$ cat config.mk
export PLATFORM = sky130hd
export DESIGN_NAME = header_length_checksum_packet_receiver
export DESIGN_NICKNAME = d
export VERILOG_FILES = /design/src/sv/hlcpr_pkg.sv /design/src/sv/hlcpr_parser.sv /design/src/sv/hlcpr_emitter.sv /design/src/sv/header_length_checksum_packet_receiver.sv
export VERILOG_INCLUDE_DIRS = /design/src /design/src/sv
export SDC_FILE = /design/constraint.sdc
export NUM_CORES = 1
export LEC_CHECK = 0
export ABC_AREA = 0
export BUFFER_PORTS_ARGS = -buffer_cell sky130_fd_sc_hd__buf_2
export CORE_MARGIN = 2
export CORE_UTILIZATION = 66
export CTS_CLUSTER_SIZE = 25
export DETAILED_ROUTE_END_ITERATION = 16
export GPL_ROUTABILITY_DRIVEN = 0
export HOLD_SLACK_MARGIN = 0.02
export PLACE_DENSITY = 0.92
export SYNTH_ARGS = -nofsm -noshare
export SYNTH_HDL_FRONTEND = slang
export SYNTH_SLANG_ARGS = --single-unit
$ cat constraint.sdc
create_clock -name clk -period 9.9 [get_ports clk]
set_clock_uncertainty 0.05 [all_clocks]
set_input_delay 1.98 -clock clk [delete_from_list [all_inputs] [get_ports clk]]
set_output_delay 1.98 -clock clk [all_outputs]
set_load 0.05 [all_outputs]
$ cat src/sv/header_length_checksum_packet_receiver_macros.svh
// ----------------------------------------------------------------------------
// header_length_checksum_packet_receiver_macros
// assertion macros for the packet receiver, empty in synthesis
// ----------------------------------------------------------------------------
`ifndef HEADER_LENGTH_CHECKSUM_PACKET_RECEIVER_MACROS_SVH
`define HEADER_LENGTH_CHECKSUM_PACKET_RECEIVER_MACROS_SVH

`ifndef SYNTHESIS
// condition holds at every edge out of reset
`define HLCPR_ASSERT_ALWAYS(label, cond, msg) \
  label: assert property (@(posedge clk) disable iff (rst) (cond)) else $error(msg);
// antecedent implies consequent on the next edge
`define HLCPR_ASSERT_NEXT(label, ante, cons, msg) \
  label: assert property (@(posedge clk) disable iff (rst) (ante) |=> (cons)) else $error(msg);
`else
`define HLCPR_ASSERT_ALWAYS(label, cond, msg)
`define HLCPR_ASSERT_NEXT(label, ante, cons, msg)
`endif

`endif

$ cat src/sv/hlcpr_pkg.sv
// ----------------------------------------------------------------------------
// hlcpr_pkg
// shared types and constants of the header/length/checksum packet receiver
// ----------------------------------------------------------------------------
`default_nettype none

package hlcpr_pkg;

  // framing constants
  localparam int MAX_PAYLOAD = 32;
  localparam int PAY_OFFSET  = 4;
  localparam int ADDR_W      = $clog2(MAX_PAYLOAD);
  localparam int LEN_W       = $clog2(MAX_PAYLOAD + 1);
  localparam int POS_W       = $clog2(MAX_PAYLOAD + PAY_OFFSET + 1);

  // configuration register indexes
  localparam logic REG_HEADER_FIRST  = 1'b0;
  localparam logic REG_HEADER_SECOND = 1'b1;

  // operation codes
  localparam logic OP_BYTE    = 1'b0;
  localparam logic OP_RELEASE = 1'b1;

  // result kinds
  localparam logic KIND_STATUS  = 1'b0;
  localparam logic KIND_READOUT = 1'b1;

  typedef enum logic [2:0] {
    EV_NONE     = 3'd0,
    EV_COMPLETE = 3'd1,
    EV_LINE     = 3'd2,
    EV_OVERRUN  = 3'd3,
    EV_CHECKSUM = 3'd4,
    EV_DROPPED  = 3'd5
  } ev_t;

  typedef enum logic [1:0] {
    ERR_NONE     = 2'd0,
    ERR_LINE     = 2'd1,
    ERR_OVERRUN  = 2'd2,
    ERR_CHECKSUM = 2'd3
  } err_t;

  // parser state seen by the output side
  typedef struct packed {
    logic             held;
    logic [7:0]       command;
    logic [LEN_W-1:0] length;
    err_t             sticky;
    logic [2:0]       line_bits;
    ev_t              event_code;
  } view_t;

  // payload store write request
  typedef struct packed {
    logic              en;
    logic [ADDR_W-1:0] addr;
    logic [7:0]        data;
  } wr_t;

  // one result word
  typedef struct packed {
    logic              result_kind;
    ev_t               event_code;
    err_t              last_error;
    logic [2:0]        last_line_bits;
    logic [7:0]        command;
    logic [LEN_W-1:0]  payload_length;
    logic [7:0]        data_byte;
    logic [ADDR_W-1:0] byte_index;
    logic              last;
    logic              payload_valid;
  } result_t;

endpackage

`default_nettype wire

$ cat src/sv/hlcpr_parser.sv
// ----------------------------------------------------------------------------
// hlcpr_parser
// byte framing: header hunt, length check, running checksum, hold and errors
// ----------------------------------------------------------------------------
`default_nettype none

module hlcpr_parser
  import hlcpr_pkg::*;
(
  input  wire logic       clk,
  input  wire logic       rst,
  input  wire logic       cfg_we,
  input  wire logic       cfg_index,
  input  wire logic [7:0] cfg_wdata,
  input  wire logic       byte_go,
  input  wire logic       release_go,
  input  wire logic [7:0] rx_byte,
  input  wire logic [2:0] line_error_bits,
  output view_t           view,
  output wr_t             wr
);

  logic [7:0]       header_first;
  logic [7:0]       header_second;
  logic [POS_W-1:0] byte_position, byte_position_next;
  logic [7:0]       running_sum, running_sum_next;
  logic             packet_held, packet_held_next;
  logic [7:0]       held_command, held_command_next;
  logic [LEN_W-1:0] held_length, held_length_next;
  err_t             sticky_error, sticky_error_next;
  logic [2:0]       line_bits, line_bits_next;
  ev_t              ev;
  logic [POS_W-1:0] end_position;
  logic [POS_W-1:0] store_position;

  // configuration writes
  always_ff @(posedge clk) begin
    if (rst) begin
      header_first  <= 8'hAA;
      header_second <= 8'h55;
    end else if (cfg_we) begin
      case (cfg_index)
        REG_HEADER_FIRST:  header_first  <= cfg_wdata;
        REG_HEADER_SECOND: header_second <= cfg_wdata;
        default: ;
      endcase
    end
  end

  assign end_position   = POS_W'(held_length) + POS_W'(PAY_OFFSET);
  assign store_position = byte_position - POS_W'(PAY_OFFSET);

  // framing step for one line byte, or a release of the held packet
  always_comb begin
    byte_position_next = byte_position;
    running_sum_next   = running_sum;
    packet_held_next   = packet_held;
    held_command_next  = held_command;
    held_length_next   = held_length;
    sticky_error_next  = sticky_error;
    line_bits_next     = line_bits;
    ev                 = EV_NONE;
    wr.en              = 1'b0;
    wr.addr            = store_position[ADDR_W-1:0];
    wr.data            = rx_byte;

    if (byte_go) begin
      if (packet_held) begin
        ev = EV_DROPPED;
      end else if (line_error_bits != 3'd0) begin
        sticky_error_next  = ERR_LINE;
        line_bits_next     = line_error_bits;
        byte_position_next = '0;
        running_sum_next   = '0;
        ev                 = EV_LINE;
      end else if (byte_position == POS_W'(0)) begin
        if (rx_byte == header_first) begin
          running_sum_next   = rx_byte;
          byte_position_next = POS_W'(1);
        end
      end else if (byte_position == POS_W'(1)) begin
        if (rx_byte != header_second) begin
          byte_position_next = '0;
          running_sum_next   = '0;
        end else begin
          running_sum_next   = running_sum + rx_byte;
          byte_position_next = byte_position + POS_W'(1);
        end
      end else if (byte_position == POS_W'(2)) begin
        held_command_next  = rx_byte;
        running_sum_next   = running_sum + rx_byte;
        byte_position_next = byte_position + POS_W'(1);
      end else if (byte_position == POS_W'(3)) begin
        if (rx_byte > 8'(MAX_PAYLOAD)) begin
          sticky_error_next  = ERR_OVERRUN;
          byte_position_next = '0;
          running_sum_next   = '0;
          ev                 = EV_OVERRUN;
        end else begin
          held_length_next   = rx_byte[LEN_W-1:0];
          running_sum_next   = running_sum + rx_byte;
          byte_position_next = byte_position + POS_W'(1);
        end
      end else if (byte_position == end_position) begin
        // checksum byte closes the frame
        if (rx_byte == running_sum) begin
          packet_held_next = 1'b1;
          ev               = EV_COMPLETE;
        end else begin
          sticky_error_next = ERR_CHECKSUM;
          ev                = EV_CHECKSUM;
        end
        byte_position_next = '0;
        running_sum_next   = '0;
      end else begin
        wr.en              = 1'b1;
        running_sum_next   = running_sum + rx_byte;
        byte_position_next = byte_position + POS_W'(1);
      end
    end else if (release_go) begin
      packet_held_next = 1'b0;
    end
  end

  // framing state
  always_ff @(posedge clk) begin
    if (rst) begin
      byte_position <= '0;
      running_sum   <= '0;
      packet_held   <= 1'b0;
      held_command  <= '0;
      held_length   <= '0;
      sticky_error  <= ERR_NONE;
      line_bits     <= '0;
    end else begin
      byte_position <= byte_position_next;
      running_sum   <= running_sum_next;
      packet_held   <= packet_held_next;
      held_command  <= held_command_next;
      held_length   <= held_length_next;
      sticky_error  <= sticky_error_next;
      line_bits     <= line_bits_next;
    end
  end

  // held packet as registered, error state after this byte
  assign view.held       = packet_held;
  assign view.command    = held_command;
  assign view.length     = held_length;
  assign view.sticky     = sticky_error_next;
  assign view.line_bits  = line_bits_next;
  assign view.event_code = ev;

endmodule

`default_nettype wire

$ cat src/sv/hlcpr_emitter.sv
// ----------------------------------------------------------------------------
// hlcpr_emitter
// payload store, readout sequencer and output register
// ----------------------------------------------------------------------------
`default_nettype none

module hlcpr_emitter
  import hlcpr_pkg::*;
(
  input  wire logic clk,
  input  wire logic rst,
  input  wire logic accept,
  input  wire logic operation,
  input  view_t     view,
  input  wr_t       wr,
  input  wire logic out_ready,
  output logic      out_valid,
  output result_t   result,
  output logic      busy
);

  logic [7:0]        payload_store [MAX_PAYLOAD];
  logic [ADDR_W-1:0] read_index;
  logic [ADDR_W-1:0] emit_index;
  logic              emit_last;
  logic              out_free;
  logic              start;
  logic              step;
  logic              read_fire;
  logic              load;
  result_t           result_next;

  assign out_free  = !out_valid || out_ready;
  assign start     = accept && (operation == OP_RELEASE) && view.held &&
                     (view.length != '0);
  assign step      = busy && out_free;
  assign read_fire = start || step;
  assign load      = accept || step;

  assign emit_index = busy ? read_index : '0;
  assign emit_last  = (LEN_W'(emit_index) == view.length - LEN_W'(1));

  // result word without the payload byte
  always_comb begin
    result_next                = '0;
    result_next.last_error     = view.sticky;
    result_next.last_line_bits = view.line_bits;
    if (read_fire) begin
      result_next.result_kind    = KIND_READOUT;
      result_next.command        = view.command;
      result_next.payload_length = view.length;
      result_next.byte_index     = emit_index;
      result_next.last           = emit_last;
      result_next.payload_valid  = 1'b1;
    end else if (operation == OP_RELEASE) begin
      result_next.result_kind   = KIND_READOUT;
      result_next.last          = 1'b1;
      result_next.payload_valid = view.held;
      result_next.command       = view.held ? view.command : 8'd0;
    end else begin
      result_next.result_kind = KIND_STATUS;
      result_next.event_code  = view.event_code;
    end
  end

  // payload store write and registered read into the result
  always_ff @(posedge clk) begin : store_and_load
    result_t word;
    word           = result_next;
    word.data_byte = read_fire ? payload_store[emit_index] : 8'd0;
    if (wr.en) begin
      payload_store[wr.addr] <= wr.data;
    end
    if (load) begin
      result <= word;
    end
  end

  // readout sequencer and output valid
  always_ff @(posedge clk) begin
    if (rst) begin
      busy       <= 1'b0;
      read_index <= '0;
      out_valid  <= 1'b0;
    end else begin
      if (read_fire) begin
        busy       <= !emit_last;
        read_index <= emit_index + ADDR_W'(1);
      end
      if (load) begin
        out_valid <= 1'b1;
      end else if (out_ready) begin
        out_valid <= 1'b0;
      end
    end
  end

endmodule

`default_nettype wire

$ cat src/sv/header_length_checksum_packet_receiver.sv
// ----------------------------------------------------------------------------
// header_length_checksum_packet_receiver
// frames header/command/length/payload/checksum packets and reads them out
// ----------------------------------------------------------------------------
//  channel   direction  handshake          payload
//  s_axis    in         tvalid / tready    tdata: byte, line bits; tuser: op
//  m_axis    out        tvalid / tready    tdata: result; tuser: kind, valid
//  cfg       in         cfg_we             cfg_index, cfg_wdata
//
//  one result word per line byte, one word per cycle given m_tready; a release
//  of a packet with N bytes gives N words (one if N is 0), one per cycle given
//  m_tready, set by the single read port of the payload store; input is held
//  off meanwhile. the output register frees a slot in the cycle its word is
//  taken. rst is synchronous and clears framing state, headers go to AA and 55
// ----------------------------------------------------------------------------
`default_nettype none

`include "header_length_checksum_packet_receiver_macros.svh"

module header_length_checksum_packet_receiver
  import hlcpr_pkg::*;
(
  input  wire logic        clk,
  input  wire logic        rst,
  input  wire logic        cfg_we,
  input  wire logic        cfg_index,
  input  wire logic [7:0]  cfg_wdata,
  input  wire logic        s_tvalid,
  output logic             s_tready,
  // rx_byte [7:0], line_error_bits [10:8], zero [15:11]
  input  wire logic [15:0] s_tdata,
  // operation [0]
  input  wire logic        s_tuser,
  output logic             m_tvalid,
  input  wire logic        m_tready,
  // event_code [2:0], last_error [4:3], last_line_bits [7:5], command [15:8],
  // payload_length [21:16], data_byte [29:22], byte_index [34:30], zero [39:35]
  output logic [39:0]      m_tdata,
  // result_kind [0], payload_valid [1]
  output logic [1:0]       m_tuser,
  output logic             m_tlast
);

  logic    accept;
  logic    byte_go;
  logic    release_go;
  logic    busy;
  view_t   view;
  wr_t     wr;
  result_t result;

  // input handshake
  assign s_tready   = !busy && (!m_tvalid || m_tready);
  assign accept     = s_tvalid && s_tready;
  assign byte_go    = accept && (s_tuser == OP_BYTE);
  assign release_go = accept && (s_tuser == OP_RELEASE);

  hlcpr_parser u_parser (
    .clk             (clk),
    .rst             (rst),
    .cfg_we          (cfg_we),
    .cfg_index       (cfg_index),
    .cfg_wdata       (cfg_wdata),
    .byte_go         (byte_go),
    .release_go      (release_go),
    .rx_byte         (s_tdata[7:0]),
    .line_error_bits (s_tdata[10:8]),
    .view            (view),
    .wr              (wr)
  );

  hlcpr_emitter u_emitter (
    .clk       (clk),
    .rst       (rst),
    .accept    (accept),
    .operation (s_tuser),
    .view      (view),
    .wr        (wr),
    .out_ready (m_tready),
    .out_valid (m_tvalid),
    .result    (result),
    .busy      (busy)
  );

  // output packing
  assign m_tdata = {5'd0, result.byte_index, result.data_byte, result.payload_length,
                    result.command, result.last_line_bits, result.last_error,
                    result.event_code};
  assign m_tuser = {result.payload_valid, result.result_kind};
  assign m_tlast = result.last;

  // checks
  `HLCPR_ASSERT_ALWAYS(a_busy_blocks_input, !(busy && s_tready), "input taken during readout")
  `HLCPR_ASSERT_NEXT(a_long_release_runs, release_go && view.held && (view.length > LEN_W'(1)), busy, "readout did not start")
  `HLCPR_ASSERT_NEXT(a_held_byte_dropped, byte_go && view.held, m_tvalid && (m_tdata[2:0] == EV_DROPPED), "byte while held not dropped")
  `HLCPR_ASSERT_ALWAYS(a_status_no_last, !(m_tvalid && !m_tuser[0] && (m_tlast || m_tuser[1])), "status word marked as readout")

endmodule

`default_nettype wire

Yosys cells after proc, flatten, opt, wreduce, memory -nomap -nowiden
Memory sizes are Yosys's and may differ from the RTL's. A register that Yosys moved wholly into a read port is not among the register bits.
Index checks and enable logic that the tools add are counted.
{"block": "totals", "register_bits": 87, "mem_bits_rw": 256, "inputBits": 31, "output_inout_bits": 45, "mem_count": 1}
{"memory": "u_emitter.payload_store", "depth": 32, "word_bits": 8, "read_ports": 1, "rd_ports_with_merged_regs": 1, "wr": 1, "line": "hlcpr_emitter.sv:22", "source": "logic [7:0] payload_store [MAX_PAYLOAD];"}
{"block": "op_classes", "add_sub_neg": 6, "magnitude_cmp": 1, "eq_ne": 9, "n_mux": 69, "n_bitwise": 9, "n_reduce_logical": 26}
{"op": "$mux W8", "count": 12}
{"op": "$mux W6", "count": 9}
{"op": "$mux W3", "count": 11}
{"op": "$mux W2", "count": 13}
{"op": "$mux W1", "count": 23}
{"op": "$eq A8 B8 Y1", "count": 2}
{"op": "$eq A6 B2 Y1 const B", "count": 2}
{"op": "$not A1 Y1", "count": 9}
{"op": "$add A8 B8 Y8", "count": 1}
{"op": "$gt A8 B6 Y1 const B", "count": 1}
{"op": "$ne A8 B8 Y1", "count": 1}
{"op": "$reduce_and A8 Y1", "count": 1}
{"op": "$logic_and A1 B1 Y1", "count": 7}
{"op": "$add A6 B1 Y6 const B", "count": 1}
{"op": "$add A6 B3 Y6 const B", "count": 1}
{"op": "$eq A5 B6 Y1", "count": 1}
{"op": "$eq A6 B1 Y1 const B", "count": 1}
{"op": "$eq A6 B6 Y1", "count": 1}
{"op": "$logic_not A6 Y1", "count": 1}
{"op": "$reduce_and A6 Y1", "count": 1}
{"op": "$reduce_bool A6 Y1", "count": 1}
{"op": "$sub A6 B1 Y6 const B", "count": 1}
{"op": "$add A5 B1 Y5 const B", "count": 1}
{"op": "$mux W5", "count": 1}
{"op": "other kinds (10)", "count": 17}

Longest topological paths before layout
Gate-level depths: netlist of run 1.
{"block": "depth", "word_depth": 12, "mapped_depth": 10}

Hierarchy
Synthesis of run 1 repeated with hierarchy kept, for this count alone.
{"block": "hier_totals", "cells_unflattened": 1138, "hier_area_um2": 15344.7}
{"module": "hlcpr_emitter", "n_inst": 1, "cells_per_inst": 768, "area_each_um2": 12234.2}
{"module": "hlcpr_parser", "n_inst": 1, "cells_per_inst": 358, "area_each_um2": 3024.2}
{"module": "header_length_checksum_packet_receiver", "n_inst": 1, "cells_per_inst": 12, "area_each_um2": 86.3}

Least setup slack after synthesis of run 1
OpenSTA, ideal clock, no wires.
{"block": "synth_timing", "path_type": "input -> output", "start": "in m_tready", "end": "out s_tready", "arrival_ps": 2753, "path_slack_ps": 5117, "stages": 2, "path_buffers": 0, "path_cell_list": "nor2b_1 -> nor2_1"}
{"block": "synth_between", "elab_chain_cells": 2}
{"element": "start: declaration", "line": "header_length_checksum_packet_receiver.sv:35", "source": "input wire logic m_tready,"}
{"element": "$logic_or A1 B1 Y1", "line": "header_length_checksum_packet_receiver.sv:53", "source": "assign s_tready = !busy && (!m_tvalid || m_tready);"}
{"element": "$logic_and A1 B1 Y1", "line": "header_length_checksum_packet_receiver.sv:53"}
{"element": "end: declaration", "line": "header_length_checksum_packet_receiver.sv:29", "source": "output logic s_tready,"}
Every way passes these cells.

Worst setup path after layout of run 1
Same ends and word-level chain as after synthesis.

==> reports/qor.log, run 1 <==
[worst_hold_path] Hold Path Sink u_parser.header_second[3]$_SDFFE_PP0P_
[power_and_ir_drop] PwrDens 178 nW/um^2
[final_layout] Layout Nets 1215
[die] Die Width 155 um
[setup_path] Worst path max stage delay 0.45 ns
[clock_network] post-cts repair resize count 0
[setup_path] kind of end point of the critical path output port
[global_routing] global-route usage over all layers 29.6%
[final_layout] count of filler cells inserted in the layout 1263
[synthesis] cell types occupying the most area after synthesis edfxtp_1 (59%), dfxtp_1 (7.6%), mux2i_1 (3.9%)
[routing] drt first-iter violations 1318
[die] Core ar. 22500 sq um
[clock_network] depth of the CTS H-tree 2
[synthesis] count of yosys warnings during synthesis 0
[run] reported max-cap violation count 0
[clock_network] clock sink count 351
[clock_network] clock-pin slew of the registers on the worst-case setup and hold paths 0.06 ns
[setup_path] critical path buffer and inverter count 2
[die] floorplan row count 55
[synthesis] dominant cell type by area after synthesis edfxtp_1
[power_and_ir_drop] Pleak 5.45 nW
[synthesis] sequential element share of the synthesized area 66.1%
[synthesis] average cell area after synthesis 13.5 sq um
[worst_hold_path] worst min-delay path class flip-flop to flip-flop
[synthesis] post-synthesis instance area 15100 sq um
[global_routing] GR Util met1 37.3%
[routing] residual DRC count 0
[clock_network] Post CTS Setup Buffer Count 0
[clock_network] TritonCTS clock tree done
[synthesis] most instantiated cells after synthesis edfxtp_1 (294), nor2_1 (82), nand2_1 (68)
[routing] number of vias after detailed routing 10000
[final_layout] Antenna diodes 0
[setup_path] startpoint of the lowest-slack register-to-register path u_parser.held_length[2]$_SDFFE_PP0P_
[final_layout] area used by multi-input combinational logic 4750 sq um
[synthesis] Cells after Synth 1120
[clock_network] cts bufs inserted 34
[synthesis] FF+latch count, synth 351
[routing] mean routed wirelength per cell 24.2 um
[setup_path] depth of the critical timing path with buffers and inverters included 4
[synthesis] count of cell types in the netlist 64
[setup_path] Arrival @ worst endpoint 2.98 ns
[die] initial core utilization 67.0%
[global_routing] met3 usage in global routing 6.60%
[timing] Worst-Margin Slew 1.14 ns
[die] I/O pin count 76
[timing] shortest period the worst path allows 5.01 ns
[clock_network] maximum number of buffers from clock root to sink 3
[global_routing] first-pass GRT wire length 54000 um
[routing] via density per instance 6.81
[setup_path] required time reported for the critical path endpoint 7.87 ns
[setup_path] R2R Path End u_emitter.payload_store[30][5]$_DFFE_PP_
[worst_hold_path] hold wc startpoint u_parser.header_second[3]$_SDFFE_PP0P_
[timing] number of slew-limit violations in the final report 0
[setup_path] CP cell instances buf_2 > nor2b_1 > nor2_1 > buf_2
[synthesis] Post-synth ARST share 0%
[clock_network] Worst-Skew Late Latency 0.53 ns
[setup_path] startpoint types primary input
[clock_network] buffer cell driving the clock tree root clkbuf_16
[final_layout] register area 9980 sq um
[clock_network] number of buffers inserted by hold repair at cts 0
[timing] final period utilization 50.6%
[timing] Total Negative Setup Slacks 0 ns
[routing] number of iterations in the first detailed-routing pass 6
[global_routing] met2 routing resource usage after global routing 48.9%
[synthesis] number of flops mapped to enable cells by yosys 294
[final_layout] share of final-layout standard cells stronger than drive strength 1 14.3%
[placed_design] HPWL after detailed placement 20800 um
[final_layout] final design utilization 73.8%
[global_routing] via count of the first global-routing pass 9870
[setup_path] peak fanout along the critical path 5
[timing] total of endpoints with negative setup slack in the final report 0
[placed_design] Placed Cells incl. Taps 1413
[routing] count of nets left with antenna violations after detail routing 0
[final_layout] filler-free cell count of the finished design 1474
[routing] routed wire length 35700 um
[setup_path] cell seen most often among critical-path stages buf_2
[die] full die area 24100 sq um
[power_and_ir_drop] worst voltage drop across the vdd grid 0.144 mV
[global_routing] Congestion Overflow GR 0
[setup_path] worst reg2reg setup slack 5.99 ns
[setup_path] Top delay family on crit path simple AND/OR/NAND/NOR gates
[placed_design] Port Buffer Count 65
[synthesis] top cell type's share of synthesized area 58.6%
[synthesis] main flop type after synthesis edfxtp_1
[global_routing] largest net degree at the start of global routing 66
[global_routing] number of antenna violations at the first check in global routing 0
[global_routing] most utilized layer in the global route result met2
[setup_path] startpoint-to-endpoint class of the critical path primary input to output port
[worst_hold_path] count of cells along the worst hold path 2
[setup_path] critical-path cell with the highest stage delay nor2b_1
[final_layout] relative area change from synthesis to final layout 10.2%
[die] Vert. Die Dim 155 um
[timing] maximum frequency from static timing analysis 200 MHz
[setup_path] Register-to-Register Path Depth 8
[timing] unrepaired setup endpoints after global routing no
[synthesis] library cell with the highest instance count after synthesis edfxtp_1
[timing] worst max-slew margin expressed relative to the limit 24.2%
[status] outcome finished, final reports clean
[timing] number of hold violations in the final report 0
[layout by cell type (no fill, tap or decap), types with 13 or more instances in the layout]
cell type / count
a21oi_1: 65
a221oi_1: 47
a22oi_1: 25
buf_2: 65
buf_4: 13
clkbuf_16: 35
dfxtp_1: 54
edfxtp_1: 294
ha_1: 19
inv_1: 15
mux2_2: 24
mux2i_1: 58
nand2_1: 68
nand3_1: 26
nor2_1: 82
nor2b_1: 30
nor3_1: 14
o211ai_1: 20
o21ai_0: 34
xnor2_1: 25
[flip-flops by register name, indices dropped and copies added (netlist names)]
| register | count |
|---|---|
| u_emitter.payload_store | 256 |
| u_emitter.result | 38 |
| u_parser.header_first | 8 |
| u_parser.header_second | 8 |
| u_parser.held_command | 8 |
| u_parser.running_sum | 8 |
| u_parser.byte_position | 6 |
| u_parser.held_length | 6 |
| u_emitter.read_index | 5 |
| u_parser.line_bits | 3 |
| u_parser.sticky_error | 2 |
| u_emitter.busy | 1 |
| u_emitter.out_valid | 1 |
| u_parser.packet_held | 1 |
[where the power goes]
group / switching (mW) / leakage (nW) / total (mW) / internal [mW]
registers: 0.00504 / 3.15 / 1.62 / 1.61
clock network: 0.534 / 0.517 / 1.23 / 0.698
logic: 0.0899 / 1.78 / 0.115 / 0.0251
total: 0.629 / 5.45 / 2.96 / 2.33
[how the worst max path moves through the flow]
stage,from,end,slack [ns]
detailed placement,m_tready,s_tready,4.91
global placement,s_tuser,u_emitter.payload_store[14][7]$_DFFE_PP_,4.99
CTS,m_tready,s_tready,4.91
global route,m_tready,s_tready,4.85
floorplan,m_tready,s_tready,5.12
finish,m_tready,s_tready,4.89
[layout make-up]
class	count	share of cell area [%]
clock inverters	16	0.625
well taps	285	2.15
clock buffers	45	5.68
multi-input cells	682	28.6
inverters	17	0.384
repair buffers	78	2.54
flip-flops and latches	351	60.0
[worst reg2reg max path, delay by kind of cell, from the launching register on]
kind | cells | cell delay, ns
buffers and inverters | 1 | 0.15
adders and majority gates | 1 | 0.36
and+or+nand+nor | 5 | 2.29
xor gates and xnor gates | 1 | 0.16
DFF | 1 | 0.51
[layer usage]
| metal | vias to the layer above | wire (um) |
|---|---|---|
| met5 | - | 0 |
| met4 | 0 | 1680 |
| met3 | 130 | 3630 |
| met2 | 681 | 17400 |
| met1 | 4844 | 12900 |
| li1 | 4388 | - |
[logic make-up (layout without fill, tap and decap cells)]
| logic type | count (synthesis) | after routing | share of synthesized area [%] |
|---|---|---|---|
| flops | 351 | 351 | 66.1 |
| simple gates | 272 | 272 | 8.88 |
| compound gates | 258 | 258 | 11.7 |
| buf+inv | 91 | 156 | 2.55 |
| mux | 90 | 90 | 6.84 |
| xor+xnor | 37 | 37 | 2.15 |
| fa+ha+maj | 20 | 20 | 1.71 |
| other cells | 1 | 5 | 0.0249 |
[through the flow]
| stage | power [mW] | setup WS, ns | cell area [sq um] | hold WS [ns] |
|---|---|---|---|---|
| 4_1_cts | 2.97 | 4.91 | 16600 | 0.421 |
| 3_5_place_dp | 1.76 | 4.91 | 15600 | 0.412 |
| 6_report | 2.96 | 4.89 | 16600 | 0.420 |
| 2_1_floorplan | 1.72 | 5.12 | 15100 | 0.398 |
| 3_3_place_gp | 1.76 | 4.99 | 15600 | 0.405 |
| 5_1_grt | 3.03 | 4.85 | 16600 | 0.450 |
(Power assumes the default switching activity.)
==> inputs of run 2 (changes only) <==
--- a/config.mk
+++ b/config.mk
@@ -9,12 +9,12 @@
 export ABC_AREA = 0
 export BUFFER_PORTS_ARGS = -buffer_cell sky130_fd_sc_hd__buf_2
 export CORE_MARGIN = 2
-export CORE_UTILIZATION = 66
+export CORE_UTILIZATION = 61
 export CTS_CLUSTER_SIZE = 25
 export DETAILED_ROUTE_END_ITERATION = 16
 export GPL_ROUTABILITY_DRIVEN = 0
 export HOLD_SLACK_MARGIN = 0.02
-export PLACE_DENSITY = 0.92
+export PLACE_DENSITY = 0.86
 export SYNTH_ARGS = -nofsm -noshare
 export SYNTH_HDL_FRONTEND = slang
 export SYNTH_SLANG_ARGS = --single-unit
==> constraint.sdc (replaced) <==
create_clock -name clk -period 4.8 [get_ports clk]
set_clock_uncertainty 0.05 [all_clocks]
set_input_delay 0.96 -clock clk [delete_from_list [all_inputs] [get_ports clk]]
set_output_delay 0.96 -clock clk [all_outputs]
set_load 0.05 [all_outputs]
==> run 2 against run 1 <==
Effect of this change: via count fell by 1.6%; cell count rose by 3.0%; combinational power rose by 110%; routed wire length fell by 3.9%; utilization fell by 4.5 points; largest power group unchanged.
==> reports/qor.log, run 2 (synthesis gave the netlist of run 1 again) <==
[placed_design] HPWL after detailed placement 20000 um [-3.8%]
[clock_network] post-cts repair resize count 0 [unchanged]
[setup_path] required time reported for the critical path endpoint 4.89 ns [-2.98 ns]
[placed_design] Port Buffer Count 65 [unchanged]
[global_routing] global-route usage over all layers 26.4% [-3.2 points]
[power_and_ir_drop] PwrDens 383 nW/um^2 [+110%]
[clock_network] cts bufs inserted 36 [+5.9%]
[clock_network] clock-pin slew of the registers on the worst-case setup and hold paths 0.06 ns [about the same]
[timing] setup ws final 1.01 ns [-3.88 ns]
[clock_network] TritonCTS clock tree done
[clock_network] Post CTS Setup Buffer Count 0 [unchanged]
[clock_network] buffer cell driving the clock tree root clkbuf_16
[global_routing] largest net degree at the start of global routing 65 [-1.5%]
[final_layout] top library cells by usage in the layout, fill and taps aside edfxtp_1 (294), nor2_1 (82), nand2_1 (68)
[timing] total of endpoints with negative setup slack in the final report 0 [unchanged]
[timing] number of slew-limit violations in the final report 0 [unchanged]
[routing] routed wire length 34300 um [-3.9%]
[global_routing] most utilized layer in the global route result met2
[final_layout] filler-free cell count of the finished design 1518 [+3.0%]
[timing] unrepaired setup endpoints after global routing no
[global_routing] via count of the first global-routing pass 9514 [-3.6%]
[timing] Worst-Margin Slew 1.29 ns [+0.156 ns]
[die] Vert. Die Dim 161 um [+3.9%]
[placed_design] Placement Setup Slack 0.878 ns [-4.04 ns]
[setup_path] kind of end point of the critical path flip-flop
[placed_design] Placed Cells incl. Taps 1452 [+2.8%]
[final_layout] count of filler cells inserted in the layout 1506 [+19%]
[routing] drt first-iter violations 1424 [+8.0%]
[die] Die Width 161 um [+3.9%]
[power_and_ir_drop] relative contribution of the clock network to total power 44.6% [+3.0 points]
[final_layout] Layout Nets 1217 [+0.16%]
[timing] shortest period the worst path allows 3.79 ns
[global_routing] first-pass GRT wire length 52200 um [-3.4%]
[routing] count of nets left with antenna violations after detail routing 0 [unchanged]
[routing] number of vias after detailed routing 9879 [-1.6%]
[power_and_ir_drop] sequential group share of total power 51.7% [-2.8 points]
[routing] via density per instance 6.51 [-4.5%]
[setup_path] Worst path max stage delay 0.78 ns [+0.33 ns]
[setup_path] CP cell instances inv_1 > ha_1 > xnor2_1 > nand4_1 > or3_1 > nor4b_1 > nand2_1 > nor2_1
[timing] Total Negative Setup Slacks 0 ns [unchanged]
[final_layout] most flop-heavy register u_emitter.payload_store
[global_routing] GR Util met1 35.4% [-1.9 points]
[clock_network] number of buffers inserted by hold repair at cts 0 [unchanged]
[power_and_ir_drop] worst voltage drop across the vdd grid 0.239 mV [+66%]
[final_layout] max FFs per register 256 [unchanged]
[final_layout] largest registers ranked by flip-flop count u_emitter.payload_store x256, u_emitter.result x38
[routing] mean routed wirelength per cell 22.6 um [-6.7%]
[global_routing] met3 usage in global routing 4.52% [-2.1 points]
[global_routing] met2 routing resource usage after global routing 42.8% [-6.1 points]
[power_and_ir_drop] switching power 1.34 mW [+110%]
[timing] final period utilization 78.9%
[power_and_ir_drop] cell internal pwr 5.11 mW [+120%]
[setup_path] Arrival @ worst endpoint 3.88 ns [+0.90 ns]
[die] floorplan row count 57 [+3.6%]
[timing] maximum frequency from static timing analysis 264 MHz
[global_routing] number of antenna violations at the first check in global routing 0 [unchanged]
[setup_path] critical-path cell with the highest stage delay nor2_1
[timing] worst max-slew margin expressed relative to the limit 12.9% [-11 points]
[setup_path] startpoint-to-endpoint class of the critical path flip-flop to flip-flop
[clock_network] Worst-Skew Late Latency 0.53 ns [about the same]
[die] I/O pin count 76 [unchanged]
[worst_hold_path] worst min-delay path class flip-flop to flip-flop
[status] outcome finished, final reports clean
[global_routing] Congestion Overflow GR 0 [unchanged]
[run] reported max-cap violation count 0 [unchanged]
[power_and_ir_drop] fraction of power spent switching nets 20.8% [-0.41 points]
[clock_network] clock sink count 351 [unchanged]
[power_and_ir_drop] part of the total power dissipated in combinational logic 3.7% [-0.2 points]
[worst_hold_path] hold wc startpoint u_parser.header_second[7]$_SDFFE_PP0P_
[final_layout] most common cell after layout, fill and taps aside edfxtp_1
[final_layout] share of final-layout standard cells stronger than drive strength 1 14.5% [+0.19 points]
[die] full die area 26000 sq um [+8.0%]
[routing] number of iterations in the first detailed-routing pass 6 [unchanged]
[die] initial core utilization 62.0% [-5.0 points]
[setup_path] Crit. Startpoint u_parser.held_length[2]$_SDFFE_PP0P_
[clock_network] depth of the CTS H-tree 2 [unchanged]
[setup_path] peak fanout along the critical path 8 [+3]
[final_layout] Antenna diodes 0 [unchanged]
[final_layout] relative area change from synthesis to final layout 11.8%
[timing] number of hold violations in the final report 0 [unchanged]
[routing] residual DRC count 0 [unchanged]
[power_and_ir_drop] Pleak 5.53 nW [+1.5%]
[final_layout] final design utilization 69.3% [-4.5 points]
[clock_network] maximum number of buffers from clock root to sink 3 [unchanged]
[setup_path] startpoint types flip-flop
[die] Core ar. 24300 sq um [+8.1%]
[setup_path] startpoint of the lowest-slack register-to-register path u_parser.held_length[2]$_SDFFE_PP0P_
run 2: changes by cell type in the layout (fill, tap and decap cells not counted):
| cell | delta |
|---|---|
| clkbuf_16 | +5 |
| bufinv_16 | +3 |
| clkinv_8 | +1 |
| clkbuf_8 | -3 |
| clkinv_1 | +2 |
| clkinv_2 | -4 |
| clkinv_4 | +1 |
run 2: path summary, 6_finish.rpt:
kind | to | slack (ns) | depth (start not counted)
worst min-delay path | u_parser.header_second[7]$_SDFFE_PP0P_ | 0.42 | 2
worst min register to register | u_parser.header_second[7]$_SDFFE_PP0P_ | 0.42 | 2
worst max register to register | u_emitter.payload_store[21][3]$_DFFE_PP_ | 1.01 | 8
worst max-delay path | u_emitter.payload_store[21][3]$_DFFE_PP_ | 1.01 | 8
run 2: worst max-delay path: cells and delay by family (launching register included):
family,cells,cell delay [ns]
fa+ha+maj,1,0.35
buf+inv,1,0.15
simple gates,5,2.18
xor+xnor,1,0.13
flops,1,0.54
run 2: final cells by class:
cell class | instances | area, sq um | share of cell area, %
multi-input cells | 682 | 4750 | 28.2
flip-flops and latches | 351 | 9980 | 59.2
clock buffers | 47 | 1030 | 6.10
well taps | 324 | 405 | 2.41
inverters | 17 | 63.8 | 0.379
repair buffers | 78 | 423 | 2.51
clock inverters | 19 | 206 | 1.23
run 2: power groups by stage:
stage               sequential, mW  clock, mW  combinational (mW)
floorplan                     3.45          0              0.0891
global placement              3.40          0               0.229
detailed placement            3.40          0               0.236
CTS                           3.33       2.89               0.238
global route                  3.33       3.01               0.254
finish                        3.33       2.88               0.240
run 2: stage by stage:
step	power, mW	area [sq um]	hold WS [ns]
floorplan	3.54	15100	0.398
global placement	3.63	15600	0.405
detailed placement	3.63	15600	0.410
CTS	6.46	16900	0.418
global route	6.60	16900	0.440
finish	6.45	16900	0.418
run 2: per-layer routing:
metal / vias to the layer above / wire length, um
li1: 4407 / -
met1: 4822 / 13200
met2: 552 / 16700
met3: 98 / 3100
met4: 0 / 1290
met5: - / 0
